[src/hw/rtl/tsr_pkg.sv]
// Package for the triangle span rasteriser: shared types and constants.
// Used by the top level and the checker; depends on nothing.
package tsr_pkg;

  // Function codes carried on the func input.
  localparam logic FUNC_LOAD = 1'b0;
  localparam logic FUNC_STEP = 1'b1;

  // Walk phase of the sequencer.
  typedef enum logic [1:0] {
    PH_IDLE   = 2'd0,
    PH_FIRST  = 2'd1,
    PH_SECOND = 2'd2
  } phase_t;

endpackage

[src/hw/rtl/tsr_edge_step.sv]
// Shared edge step unit: one Bresenham error add and compare per cycle.
// Depends on nothing; instantiated once by the top level.
module tsr_edge_step #(
  parameter int W = 16
) (
  input  logic signed [W-1:0] err,
  input  logic signed [W-1:0] minor,
  input  logic signed [W-1:0] major,
  input  logic                add_minor,
  output logic signed [W-1:0] err_out,
  output logic                over
);
  logic signed [W-1:0] sum;

  // Add the minor delta when add_minor is set, then take one major delta off if the sum reaches a positive major.
  always_comb begin
    sum  = add_minor ? err + minor : err;
    over = (major > 0) && (sum >= major);
    err_out = over ? sum - major : sum;
  end
endmodule

[src/hw/rtl/triangle_span_rasterizer_unit.sv]
// Top level of the triangle span rasteriser: sort, edge set-up and span walk.
// Depends on tsr_pkg and tsr_edge_step.
//
// channel | direction | handshake      | payload
// in      | input     | valid / ready  | func, vertices, colour
// out     | output    | out_valid/rdy  | span row, left, right, colour, last
//
// A load item is sorted and its edges are set up; a flat top also sets up
// the middle-to-bottom edge. A step item walks the short edge and then the
// long edge of that row through the single shared error unit, up to
// 2^(COORD_BITS+2) moves per edge, then emits the span. Reset clears the
// sequencer to idle. The input waits while a span is held on the output.
module triangle_span_rasterizer_unit
  import tsr_pkg::*;
#(
  parameter int COORD_BITS = 12
) (
  input  logic                         clk,
  input  logic                         rst,
  input  logic                         valid,
  output logic                         ready,
  input  logic                         func,
  input  logic signed [COORD_BITS-1:0] vert_a_x,
  input  logic signed [COORD_BITS-1:0] vert_a_y,
  input  logic signed [COORD_BITS-1:0] vert_b_x,
  input  logic signed [COORD_BITS-1:0] vert_b_y,
  input  logic signed [COORD_BITS-1:0] vert_c_x,
  input  logic signed [COORD_BITS-1:0] vert_c_y,
  input  logic [7:0]                   red_in,
  input  logic [7:0]                   green_in,
  input  logic [7:0]                   blue_in,
  output logic                         out_valid,
  input  logic                         out_ready,
  output logic signed [COORD_BITS-1:0] span_row,
  output logic signed [COORD_BITS-1:0] span_left,
  output logic signed [COORD_BITS-1:0] span_right,
  output logic [7:0]                   red_out,
  output logic [7:0]                   green_out,
  output logic [7:0]                   blue_out,
  output logic                         last_span
);
  localparam int CW = COORD_BITS;
  localparam int DW = COORD_BITS + 1;   // deltas
  localparam int EW = COORD_BITS + 2;   // error terms
  localparam int NW = COORD_BITS + 3;   // move counter, holds the cap
  localparam logic [NW-1:0] CAP = NW'(1) << (COORD_BITS + 2);

  typedef enum logic [3:0] {
    S_IDLE, S_SORT, S_SETUP, S_SEC, S_SHORT, S_LONG, S_FIN, S_OUT
  } state_t;

  state_t state;
  phase_t phase;
  logic signed [CW-1:0] tx, ty, mx, my, bx, by;
  logic signed [CW-1:0] ry, y0;
  logic signed [DW-1:0] sx, lx, lo, hi;
  logic signed [EW-1:0] serr, lerr;
  logic signed [DW-1:0] smaj, smin, lmaj, lmin, sidx;
  logic c1, c2, n1, n2;
  logic signed [1:0] sp, lp;
  logic [NW-1:0] cnt;
  logic [23:0] colour;

  // Shared error unit, fed by the short or the long edge.
  logic use_long;
  logic signed [EW-1:0] u_err, u_min, u_maj, u_out;
  logic u_add, u_over;
  assign use_long = (state == S_LONG);
  assign u_err = use_long ? lerr : serr;
  assign u_min = use_long ? EW'(lmin) : EW'(smin);
  assign u_maj = use_long ? EW'(lmaj) : EW'(smaj);

  tsr_edge_step #(.W(EW)) u_step (
    .err(u_err), .minor(u_min), .major(u_maj), .add_minor(u_add),
    .err_out(u_out), .over(u_over)
  );

  assign ready = (state == S_IDLE) && !out_valid;

  // Edge set-up helpers.
  logic signed [DW-1:0] d1, e1, d2, e2, sd, sdy, ad;
  logic signed [DW-1:0] bd, bdy, abd;
  always_comb begin
    d1 = DW'(mx) - DW'(tx);
    e1 = DW'(my) - DW'(ty);
    d2 = DW'(bx) - DW'(tx);
    e2 = DW'(by) - DW'(ty);
    bd = DW'(bx) - DW'(mx);
    bdy = DW'(by) - DW'(my);
    sd = d1 < 0 ? -d1 : d1;
    ad = d2 < 0 ? -d2 : d2;
    abd = bd < 0 ? -bd : bd;
    sdy = e1;
  end

  logic signed [DW-1:0] sg1, sg2;
  assign sg1 = n1 ? -DW'(1) : DW'(1);
  assign sg2 = n2 ? -DW'(1) : DW'(1);

  // The short walk loops only while moves remain; both phases add the minor delta.
  always_comb begin
    u_add = 1'b1;
  end

  // The next row is kept one bit wider so that the bottom test sees past the bottom row.
  logic signed [DW-1:0] ry1;
  assign ry1 = DW'(ry) + DW'(1);

  always_ff @(posedge clk) begin
    if (rst) begin
      state <= S_IDLE;
      phase <= PH_IDLE;
      out_valid <= 1'b0;
    end else begin
      if (out_valid && out_ready) out_valid <= 1'b0;
      unique case (state)
        S_IDLE: begin
          if (valid && ready) begin
            if (func == FUNC_LOAD) begin
              // Select-then-swap ordering, first stage.
              colour <= {red_in, green_in, blue_in};
              if (vert_a_y < vert_b_y && vert_a_y < vert_c_y) begin
                tx <= vert_a_x; ty <= vert_a_y;
                if (vert_b_y < vert_c_y) begin
                  mx <= vert_b_x; my <= vert_b_y; bx <= vert_c_x; by <= vert_c_y;
                end else begin
                  mx <= vert_c_x; my <= vert_c_y; bx <= vert_b_x; by <= vert_b_y;
                end
              end else if (vert_b_y < vert_a_y && vert_b_y < vert_c_y) begin
                tx <= vert_b_x; ty <= vert_b_y;
                if (vert_a_y < vert_c_y) begin
                  mx <= vert_a_x; my <= vert_a_y; bx <= vert_c_x; by <= vert_c_y;
                end else begin
                  mx <= vert_c_x; my <= vert_c_y; bx <= vert_a_x; by <= vert_a_y;
                end
              end else begin
                tx <= vert_c_x; ty <= vert_c_y;
                if (vert_a_y < vert_b_y) begin
                  mx <= vert_a_x; my <= vert_a_y; bx <= vert_b_x; by <= vert_b_y;
                end else begin
                  mx <= vert_b_x; my <= vert_b_y; bx <= vert_a_x; by <= vert_a_y;
                end
              end
              state <= S_SORT;
            end else if (phase != PH_IDLE) begin
              lo <= (sx < lx) ? sx : lx;
              hi <= (sx < lx) ? lx : sx;
              y0 <= ry;
              sp <= 2'sd0; lp <= 2'sd0;
              cnt <= '0;
              state <= S_SHORT;
            end
          end
        end
        S_SORT: begin
          // Compare-swap network, done as the three swaps in order.
          begin : swaps
            logic signed [CW-1:0] a_x, a_y, m_x, m_y, b_x, b_y, t_x, t_y;
            a_x = tx; a_y = ty; m_x = mx; m_y = my; b_x = bx; b_y = by;
            if (a_y > m_y) begin
              t_x = a_x; t_y = a_y; a_x = m_x; a_y = m_y; m_x = t_x; m_y = t_y;
            end
            if (a_y > b_y) begin
              t_x = a_x; t_y = a_y; a_x = b_x; a_y = b_y; b_x = t_x; b_y = t_y;
            end
            if (m_y > b_y) begin
              t_x = m_x; t_y = m_y; m_x = b_x; m_y = b_y; b_x = t_x; b_y = t_y;
            end
            tx <= a_x; ty <= a_y; mx <= m_x; my <= m_y; bx <= b_x; by <= b_y;
          end
          state <= S_SETUP;
        end
        S_SETUP: begin
          sx <= DW'(tx); lx <= DW'(tx); ry <= ty;
          n1 <= d1 < 0; n2 <= d2 < 0;
          c1 <= sdy > sd; c2 <= e2 > ad;
          smaj <= (sdy > sd) ? sdy : sd;
          smin <= (sdy > sd) ? sd : sdy;
          lmaj <= (e2 > ad) ? e2 : ad;
          lmin <= (e2 > ad) ? ad : e2;
          lerr <= EW'(((e2 > ad) ? e2 : ad) >>> 1);
          serr <= EW'(((sdy > sd) ? sdy : sd) >>> 1);
          sidx <= '0;
          phase <= PH_FIRST;
          state <= (ty == my) ? S_SEC : S_IDLE;
        end
        S_SEC: begin
          // Set up the middle-to-bottom edge.
          n1 <= bd < 0;
          sx <= DW'(mx);
          c1 <= bdy > abd;
          smaj <= (bdy > abd) ? bdy : abd;
          smin <= (bdy > abd) ? abd : bdy;
          serr <= EW'(((bdy > abd) ? bdy : abd) >>> 1);
          sidx <= '0;
          phase <= PH_SECOND;
          state <= (out_valid && !(out_ready)) ? S_OUT : S_IDLE;
        end
        S_SHORT: begin
          // One short edge move per cycle.
          if (cnt >= CAP || sidx >= smaj) begin
            cnt <= '0;
            state <= S_LONG;
          end else begin
            serr <= u_out;
            if (phase == PH_FIRST) begin
              sidx <= sidx + DW'(1);
              if (u_over && !c1) begin
                state <= S_LONG; cnt <= '0;
              end else begin
                if (u_over) sp <= n1 ? -2'sd1 : 2'sd1;
                if (c1) begin
                  state <= S_LONG; cnt <= '0;
                end else begin
                  sx <= sx + sg1; cnt <= cnt + NW'(1);
                end
              end
            end else begin
              if (u_over && c1) sp <= n1 ? -2'sd1 : 2'sd1;
              if ((u_over && !c1) || c1) begin
                state <= S_LONG; cnt <= '0;
              end else begin
                sx <= sx + sg1; cnt <= cnt + NW'(1);
                sidx <= sidx + DW'(1);
              end
            end
          end
        end
        S_LONG: begin
          // One long edge move per cycle.
          if (cnt >= CAP || (phase == PH_SECOND && lx == DW'(bx))) begin
            state <= S_FIN;
          end else begin
            lerr <= u_out;
            if (u_over && c2) lp <= n2 ? -2'sd1 : 2'sd1;
            if (u_over || c2) state <= S_FIN;
            else begin
              lx <= lx + sg2; cnt <= cnt + NW'(1);
            end
          end
        end
        S_FIN: begin
          // Close the row, advance both edges and emit the span.
          begin : fin
            logic signed [DW-1:0] l, h, nsx, nlx;
            logic lst;
            logic signed [DW-1:0] ni;
            l = lo; h = hi;
            if (l > sx) l = sx;
            if (l > lx) l = lx;
            if (h < sx) h = sx;
            if (h < lx) h = lx;
            nsx = sx + (c1 ? DW'(0) : sg1) + DW'(sp);
            nlx = lx + (c2 ? DW'(0) : sg2) + DW'(lp);
            lst = 1'b0;
            ni = sidx + DW'(1);
            span_row <= y0; span_left <= CW'(l); span_right <= CW'(h);
            red_out <= colour[23:16]; green_out <= colour[15:8];
            blue_out <= colour[7:0];
            sx <= nsx; lx <= nlx; ry <= CW'(ry1);
            if (phase == PH_FIRST) begin
              if (ry1 == DW'(my) || !(sidx < smaj)) state <= S_SEC;
              else state <= S_IDLE;
            end else begin
              if (ry1 > DW'(by)) lst = 1'b1;
              else begin
                sidx <= ni;
                if (ni > smaj) lst = 1'b1;
              end
              if (lst) phase <= PH_IDLE;
              state <= S_IDLE;
            end
            last_span <= lst;
            out_valid <= 1'b1;
          end
        end
        S_OUT: begin
          if (!out_valid || out_ready) state <= S_IDLE;
        end
        default: state <= S_IDLE;
      endcase
    end
  end
endmodule

[config.mk]
export PLATFORM = sky130hd
export DESIGN_NAME = triangle_span_rasterizer_unit
export DESIGN_NICKNAME = d
export VERILOG_FILES = /design/src/hw/rtl/tsr_pkg.sv /design/src/hw/rtl/tsr_edge_step.sv /design/src/hw/rtl/triangle_span_rasterizer_unit.sv
export SDC_FILE = /design/constraint.sdc
export NUM_CORES = 2
export LEC_CHECK = 0
export ABC_AREA = 1
export BUFFER_PORTS_ARGS = -buffer_cell sky130_fd_sc_hd__buf_2
export CAP_MARGIN = 0
export CORE_MARGIN = 2
export CORE_UTILIZATION = 25
export CTS_CLUSTER_DIAMETER = 100
export DETAILED_ROUTE_END_ITERATION = 6
export PLACE_DENSITY = 0.5
export SLEW_MARGIN = 30
export SYNTH_ARGS = -nofsm -noshare
export SYNTH_HDL_FRONTEND = slang
export SYNTH_SLANG_ARGS = --single-unit
[constraint.sdc]
create_clock -name clk -period 10.1 [get_ports clk]
set_clock_uncertainty 0.05 [all_clocks]
set_input_delay 0.505 -clock clk [delete_from_list [all_inputs] [get_ports clk]]
set_output_delay 0.505 -clock clk [all_outputs]
set_load 0.005 [all_outputs]
* After elaboration in Yosys (flattened, before gate mapping)
Index checks and enable logic that the tools add are counted.
Word-level totals: word-level logic and storage cells 336, flip-flop bits (word level) 356, output and inout bits 63
Operators by class: reduce and logical (&&, ||, !) cells 54, add/subtract/negate cells 20, magnitude comparators 25, bitwise logic cells 2, multiplexer cells 165, equality and inequality tests 33
Operators with widths (count):
- 2-to-1 mux 12 bit | 56
- 2-to-1 mux 13 bit | 33
- one-hot mux 12 bit (2 select lines) | 7
- 2-to-1 mux 15 bit | 10
- 2-to-1 mux 14 bit | 9
- > comparator 13 bit | 6
- one-hot mux 13 bit (3 select lines) | 2
- subtractor 12 x 12 -> 13 bit | 6
- adder 13 bit | 4
- less-than comparator 13 bit | 4
- one-hot mux 13 bit (2 select lines) | 2
- one-hot mux 13 bit (4 select lines) | 1
- less-than comparator 12 bit | 4
- 2-to-1 mux 4 bit | 12
- one-hot mux 15 bit (3 select lines) | 1
- one-hot mux 14 bit (3 select lines) | 1
- less-than comparator 13 x 1 -> 1 bit, second input constant | 3
- negator 13 bit | 3
- > comparator 12 bit | 3
- 2-to-1 mux 2 bit | 16
- one-hot mux 4 bit (8 select lines) | 1
- one-hot mux 14 bit (2 select lines) | 1
- adder 13 x 2 -> 13 bit | 2
- equality test 13 x 12 -> 1 bit | 2
- other kinds (44) | 110

* Longest topological paths before layout
depth in word-level cells 11, depth in mapped cells 40, gate-level depth less buffers 36

* Hierarchy
Synthesis repeated with hierarchy kept, for this count alone.
Unflattened totals: cell total of the unflattened synthesis 5050, area total of the unflattened synthesis 35171.2 um2
Modules (own cells, without submodules):
- triangle_span_rasterizer_unit | area an instance 33205.6 um2, seq. area each 10600.2 um2, cells each 4685, instances 1
- tsr_edge_step | area an instance 1965.6 um2, seq. area each 0.0 um2, cells each 365, instances 1

* Worst setup path before layout
OpenSTA, ideal clock, no wires.
path kind flip-flop to flip-flop, start register state[0], end register cnt[0], enable pin, data required time 9639 ps, clock period less this slack 6724 ps, data arrival time 6263 ps, stages on the path, launching flop included 10, path slack 3376 ps, cell sequence dfxtp_1 nor2_1 inv_1 nor2_1 inv_1 nor2_1 nand2_1 nor4_1 a21oi_1 a211oi_1
Between the ends: elaborated cells between the ends (all ways) 20, those cells by class 1 x add/sub; 2 x order compare; 7 x eq/ne; 3 x mux; 7 x reduce/logical
RTL lines:
- start, declared | RTL line triangle_span_rasterizer_unit.sv:52 | state_t state;
- start signal, assigned | RTL line triangle_span_rasterizer_unit.sv:185 | state <= (ty == my) ? S_SEC : S_IDLE;
- start signal, assigned | RTL line triangle_span_rasterizer_unit.sv:197 | state <= (out_valid && !(out_ready)) ? S_OUT : S_IDLE;
- zero test 4 bit | RTL line triangle_span_rasterizer_unit.sv:78 | assign ready = (state == S_IDLE) && !out_valid;
- logical AND 1 bit | RTL line triangle_span_rasterizer_unit.sv:78
- net ready | RTL line triangle_span_rasterizer_unit.sv:21 | output logic ready,
- logical AND 1 bit | RTL line triangle_span_rasterizer_unit.sv:118 | if (valid && ready) begin
- != test 2 x 1 -> 1 bit (no line)
- AND reduction 7 bit (no line)
- end signal, assigned | RTL line triangle_span_rasterizer_unit.sv:215 | sx <= sx + sg1; cnt <= cnt + NW'(1);
- end signal, assigned | RTL line triangle_span_rasterizer_unit.sv:223 | sx <= sx + sg1; cnt <= cnt + NW'(1);
- end signal, assigned | RTL line triangle_span_rasterizer_unit.sv:238 | lx <= lx + sg2; cnt <= cnt + NW'(1);
- end, declared | RTL line triangle_span_rasterizer_unit.sv:61 | logic [NW-1:0] cnt;
The timed path passes the listed nets, and every way through them passes these cells. A chain may end at the register's enable or synchronous reset.

* Final worst setup path
start register my[9], end register mx[3] (data pin)
Between the ends: word-level cells in the longest chain between the ends 11, elaborated cells between the ends (all ways) 17, those cells by class 3 x order compare; 14 x mux
Ends and longest elaborated chain:
- start, declared | RTL line triangle_span_rasterizer_unit.sv:54 | logic signed [CW-1:0] tx, ty, mx, my, bx, by;
- start signal, assigned | RTL line triangle_span_rasterizer_unit.sv:125 | mx <= vert_b_x; my <= vert_b_y; bx <= vert_c_x; by <= vert_c_y;
- start signal, assigned | RTL line triangle_span_rasterizer_unit.sv:127 | mx <= vert_c_x; my <= vert_c_y; bx <= vert_b_x; by <= vert_b_y;
- start signal, assigned | RTL line triangle_span_rasterizer_unit.sv:132 | mx <= vert_a_x; my <= vert_a_y; bx <= vert_c_x; by <= vert_c_y;
- > comparator 12 bit | RTL line triangle_span_rasterizer_unit.sv:160 | if (a_y > m_y) begin
- 2-to-1 mux 12 bit | RTL line triangle_span_rasterizer_unit.sv:160
- 2-to-1 mux 12 bit | RTL line triangle_span_rasterizer_unit.sv:116 | unique case (state)
- 2-to-1 mux 12 bit | RTL line triangle_span_rasterizer_unit.sv:110 | if (rst) begin
- > comparator 12 bit | RTL line triangle_span_rasterizer_unit.sv:163 | if (a_y > b_y) begin
- 2-to-1 mux 12 bit | RTL line triangle_span_rasterizer_unit.sv:163
- 2-to-1 mux 12 bit | RTL line triangle_span_rasterizer_unit.sv:116
- 2-to-1 mux 12 bit | RTL line triangle_span_rasterizer_unit.sv:110
- > comparator 12 bit | RTL line triangle_span_rasterizer_unit.sv:166 | if (m_y > b_y) begin
- 2-to-1 mux 12 bit (*) | RTL line triangle_span_rasterizer_unit.sv:166
- one-hot mux 12 bit (2 select lines) (*) | RTL line triangle_span_rasterizer_unit.sv:116
- end signal, assigned | RTL line triangle_span_rasterizer_unit.sv:125
- end signal, assigned | RTL line triangle_span_rasterizer_unit.sv:127
- end signal, assigned | RTL line triangle_span_rasterizer_unit.sv:132
- end, declared | RTL line triangle_span_rasterizer_unit.sv:54
Every way passes the cells marked *; elsewhere a longest branch is shown, timed or not. The select of a mux whose other input is x is not followed.

==> impl_metrics.prom <==
# TYPE chip_impl_metric gauge
chip_impl_info{name="outcome",value="finished clean"} 1
chip_impl_metric{name="postSynthRegisterBits",unit=""} 355
chip_impl_metric{name="drc_errors",unit=""} 0
chip_impl_metric{name="cp_slowest_stage_delay",unit="ns"} 0.53
chip_impl_metric{name="number_of_top_level_pins",unit=""} 164
chip_impl_metric{name="vias_per_cell",unit=""} 4.96
chip_impl_metric{name="antenna_found_initial",unit=""} 1
chip_impl_info{name="grt_setup_unrepaired",value="false"} 1
chip_impl_metric{name="antenna-diode-count",unit=""} 0
chip_impl_metric{name="maximum_number_of_pins_on_one_net_before_global_route_repair",unit=""} 92
chip_impl_metric{name="synthCells",unit=""} 4804
chip_impl_metric{name="post_cts.repair.setup_buffers",unit=""} 0
chip_impl_metric{name="drt_iter0_markers",unit=""} 3017
chip_impl_metric{name="wl",unit="um"} 122000
chip_impl_info{name="path_delay_family",value="simple AND/OR/NAND/NOR gates"} 1
chip_impl_metric{name="synth_compound_area_frac",unit=""} 0.161
chip_impl_metric{name="area.growth.synth_to_final",unit="%"} 14.0
chip_impl_info{name="start_kind",value="register"} 1
chip_impl_metric{name="synth-async-reset-ratio",unit=""} 0
chip_impl_metric{name="max_cap_violations",unit=""} 0
chip_impl_metric{name="post_synth_fa_ha_maj_area_fraction",unit=""} 0.148
chip_impl_metric{name="finalSetupViolCount",unit=""} 0
chip_impl_metric{name="fp.coreArea",unit="sq um"} 136000
chip_impl_metric{name="synth.yosys.seq_area_share",unit=""} 0.310
chip_impl_metric{name="die_area",unit="sq um"} 140000
chip_impl_metric{name="grt_overflow",unit=""} 0
chip_impl_metric{name="dpl.hpwl",unit="um"} 95900
chip_impl_metric{name="core.rowCount",unit=""} 135
chip_impl_metric{name="cts.htree.levels",unit=""} 2
chip_impl_info{name="globalRoute.busiestLayer",value="met2"} 1
chip_impl_metric{name="layout_min_cycle_time",unit="ns"} 7.14
chip_impl_metric{name="syn-num-nets",unit=""} 5289
chip_impl_info{name="cts_root_buffer",value="sky130_fd_sc_hd__clkbuf_16"} 1
chip_impl_metric{name="yosys.area_share.simple",unit=""} 0.275
chip_impl_metric{name="worst_margin_slew",unit="ns"} 1.04
chip_impl_metric{name="synth_xor_area_frac",unit=""} 0.0307
chip_impl_metric{name="number_of_enable_flip_flop_cells_after_synthesis",unit=""} 349
chip_impl_info{name="cp_slowest_cell",value="sky130_fd_sc_hd__buf_4"} 1
chip_impl_info{name="timing.critical_path.to_type",value="register"} 1
chip_impl_info{name="worstHoldPathType",value="input port to register"} 1
chip_impl_metric{name="setup_tns_final",unit="ns"} 0
chip_impl_metric{name="post_cts_resize_count",unit=""} 0
chip_impl_metric{name="num_vias",unit=""} 33400
chip_impl_metric{name="timing.critical_path.arrival",unit="ns"} 7.45
chip_impl_metric{name="synth.lib_cells_used.distinct",unit=""} 53
chip_impl_metric{name="num-nets-final",unit=""} 5399
chip_impl_metric{name="cp.required",unit="ns"} 10.41
chip_impl_metric{name="io_buffers",unit=""} 163
chip_impl_metric{name="final-max-slew-violation-count",unit=""} 0
chip_impl_metric{name="die_span_y",unit="um"} 374
chip_impl_metric{name="die_x",unit="um"} 374
chip_impl_metric{name="met2_usage",unit=""} 0.273
chip_impl_metric{name="grt_usage",unit=""} 0.170
chip_impl_metric{name="yosys_warnings",unit=""} 0
chip_impl_info{name="layout.cells.most_common",value="sky130_fd_sc_hd__nand2_1"} 1
chip_impl_metric{name="number_of_global_route_vias_before_repair",unit=""} 31300
chip_impl_metric{name="wire_length_of_the_first_global_routing_pass",unit="um"} 188000
chip_impl_metric{name="gp_congestion",unit=""} 0.945
chip_impl_metric{name="gr-usage-met1",unit=""} 0.246
chip_impl_metric{name="path_max_fanout",unit=""} 61
chip_impl_info{name="crit_type",value="register to register"} 1
chip_impl_metric{name="worst_skew_pair.late_latency",unit="ns"} 0.62
chip_impl_metric{name="cp.buffers_inverters",unit=""} 4
chip_impl_metric{name="final_antenna_net_count",unit=""} 0
chip_impl_metric{name="drt_pre_antenna_iters",unit=""} 6
chip_impl_metric{name="globalRouteMet3Util",unit=""} 0.0180
chip_impl_info{name="primary_flip_flop_cell_chosen_by_synthesis_mapping",value="sky130_fd_sc_hd__edfxtp_1"} 1
chip_impl_info{name="layout_common_cells",value="sky130_fd_sc_hd__nand2_1 (1458), sky130_fd_sc_hd__inv_1 (493), sky130_fd_sc_hd__o21ai_0 (436), sky130_fd_sc_hd__a21oi_1 (364), sky130_fd_sc_hd__nand3_1 (356)"} 1
chip_impl_metric{name="proportion_of_layout_cells_with_a_drive_suffix_above_1",unit=""} 0.0681
chip_impl_metric{name="start_util",unit=""} 0.252
chip_impl_info{name="synth_top_family_by_area",value="simple AND/OR/NAND/NOR gates"} 1
chip_impl_info{name="tritoncts",value="built"} 1
chip_impl_metric{name="timing.final.crit_share",unit=""} 0.707
chip_impl_metric{name="syn_area",unit="sq um"} 34200
chip_impl_metric{name="clock_tree.buffer_depth",unit=""} 3
chip_impl_metric{name="total_clock_buffers_created_by_cts",unit=""} 47
chip_impl_metric{name="synthesized_area_divided_by_synthesized_cell_count",unit="sq um"} 7.12
chip_impl_metric{name="yosys-mux-area-fraction",unit=""} 0
chip_impl_metric{name="timing_hold_violations_final",unit=""} 0
chip_impl_metric{name="worst_slew_margin_rel",unit=""} 0.310
chip_impl_info{name="crit_top_cell",value="sky130_fd_sc_hd__nand2_1"} 1
chip_impl_metric{name="route.detailed.wl_per_inst",unit="um"} 18.2
chip_impl_metric{name="clock_sinks",unit=""} 355
chip_impl_metric{name="clock.fmax",unit="GHz"} 0.140
chip_impl_metric{name="clock_transition_at_the_registers_of_the_reported_paths",unit="ns"} 0.06
metrics by stage:
stage | hold WS [ns] | cell area [sq um] | worst slack (ns) | instances | utilization
finish | 0.0301 | 39000 | 2.96 | 6730 | 0.287
global route | 0.00852 | 39000 | 2.33 | 6730 | 0.287
CTS | 0.0000141 | 39000 | 3.01 | 6730 | 0.287
detailed placement | 0.355 | 37000 | 3.05 | 6624 | 0.273
global placement | 0.351 | 36900 | 3.10 | 6622 | 0.272
floorplan | 0.350 | 34200 | 3.38 | 4804 | -
path summary, 6_finish.rpt:
kind / from / to / slack (ns) / depth (start not counted)
setup / recovery: my[9]$_DFFE_PP_ / mx[3]$_DFFE_PP_ / 2.96 / 31
hold / removal: green_in[5] / colour[13]$_DFFE_PP_ / 0.03 / 1
setup reg to reg: my[9]$_DFFE_PP_ / mx[3]$_DFFE_PP_ / 2.96 / 31
hold reg to reg: y0[4]$_DFFE_PP_ / span_row[4]$_DFFE_PP_ / 0.37 / 0
final cells by class:
| type | instances | area (sq um) |
|---|---|---|
| fillers | 14800 | 96700 |
| clock buffers | 51 | 1210 |
| well taps | 1781 | 2230 |
| inverters | 504 | 1890 |
| clock inverters | 33 | 517 |
| multi-input cells | 3781 | 21100 |
| repair buffers | 225 | 1380 |
| flip-flops and latches | 355 | 10600 |
synth_stat cells, types with 35 or more instances:
cell | count | area (sq um)
sky130_fd_sc_hd__clkbuf_1 | 103 | 387
sky130_fd_sc_hd__nand2_1 | 1460 | 5480
sky130_fd_sc_hd__edfxtp_1 | 349 | 10500
sky130_fd_sc_hd__a21oi_1 | 364 | 1820
sky130_fd_sc_hd__fa_1 | 36 | 721
sky130_fd_sc_hd__nor3_1 | 53 | 265
sky130_fd_sc_hd__nand3_1 | 358 | 1790
sky130_fd_sc_hd__nand4_1 | 63 | 394
sky130_fd_sc_hd__o21ai_0 | 438 | 2190
sky130_fd_sc_hd__ha_1 | 348 | 4350
sky130_fd_sc_hd__buf_2 | 35 | 175
sky130_fd_sc_hd__inv_1 | 495 | 1860
sky130_fd_sc_hd__nor2_1 | 281 | 1050
sky130_fd_sc_hd__xor2_1 | 102 | 893
sequential cells by signal (all words and copies together) (netlist names), 13 cells and up:
name and cells:
sidx 13, smaj 13, lmaj 13, serr 14, cnt 15, smin 13, sx 13, colour 24
lerr 14, lo 13, hi 13, lmin 13, lx 13
kinds of logic (layout without fill, tap and decap cells):
logic type / after synthesis / count (layout)
AND/OR/NAND/NOR: 2275 / 2275
AO/OA/AOI/OAI: 1002 / 1002
buffers and inverters: 668 / 813
adder cells (fa/ha/maj): 384 / 384
flip-flops: 355 / 355
XOR/XNOR: 120 / 120
timing repair:
item                                   in CTS  in global routing
hold buffers                               22                  0
endpoints found under the hold margin      22                  0
setup endpoints to repair                   0                  0
layer usage:
| layer | wire length, um | part of all wire |
|---|---|---|
| met5 | 0 | 0 |
| met4 | 2460 | 0.020 |
| met3 | 7490 | 0.061 |
| met2 | 54300 | 0.44 |
| met1 | 58100 | 0.47 |
Power is not shown: default switching activity piles up to over one toggle a cycle in this logic, so the estimate is an artifact.
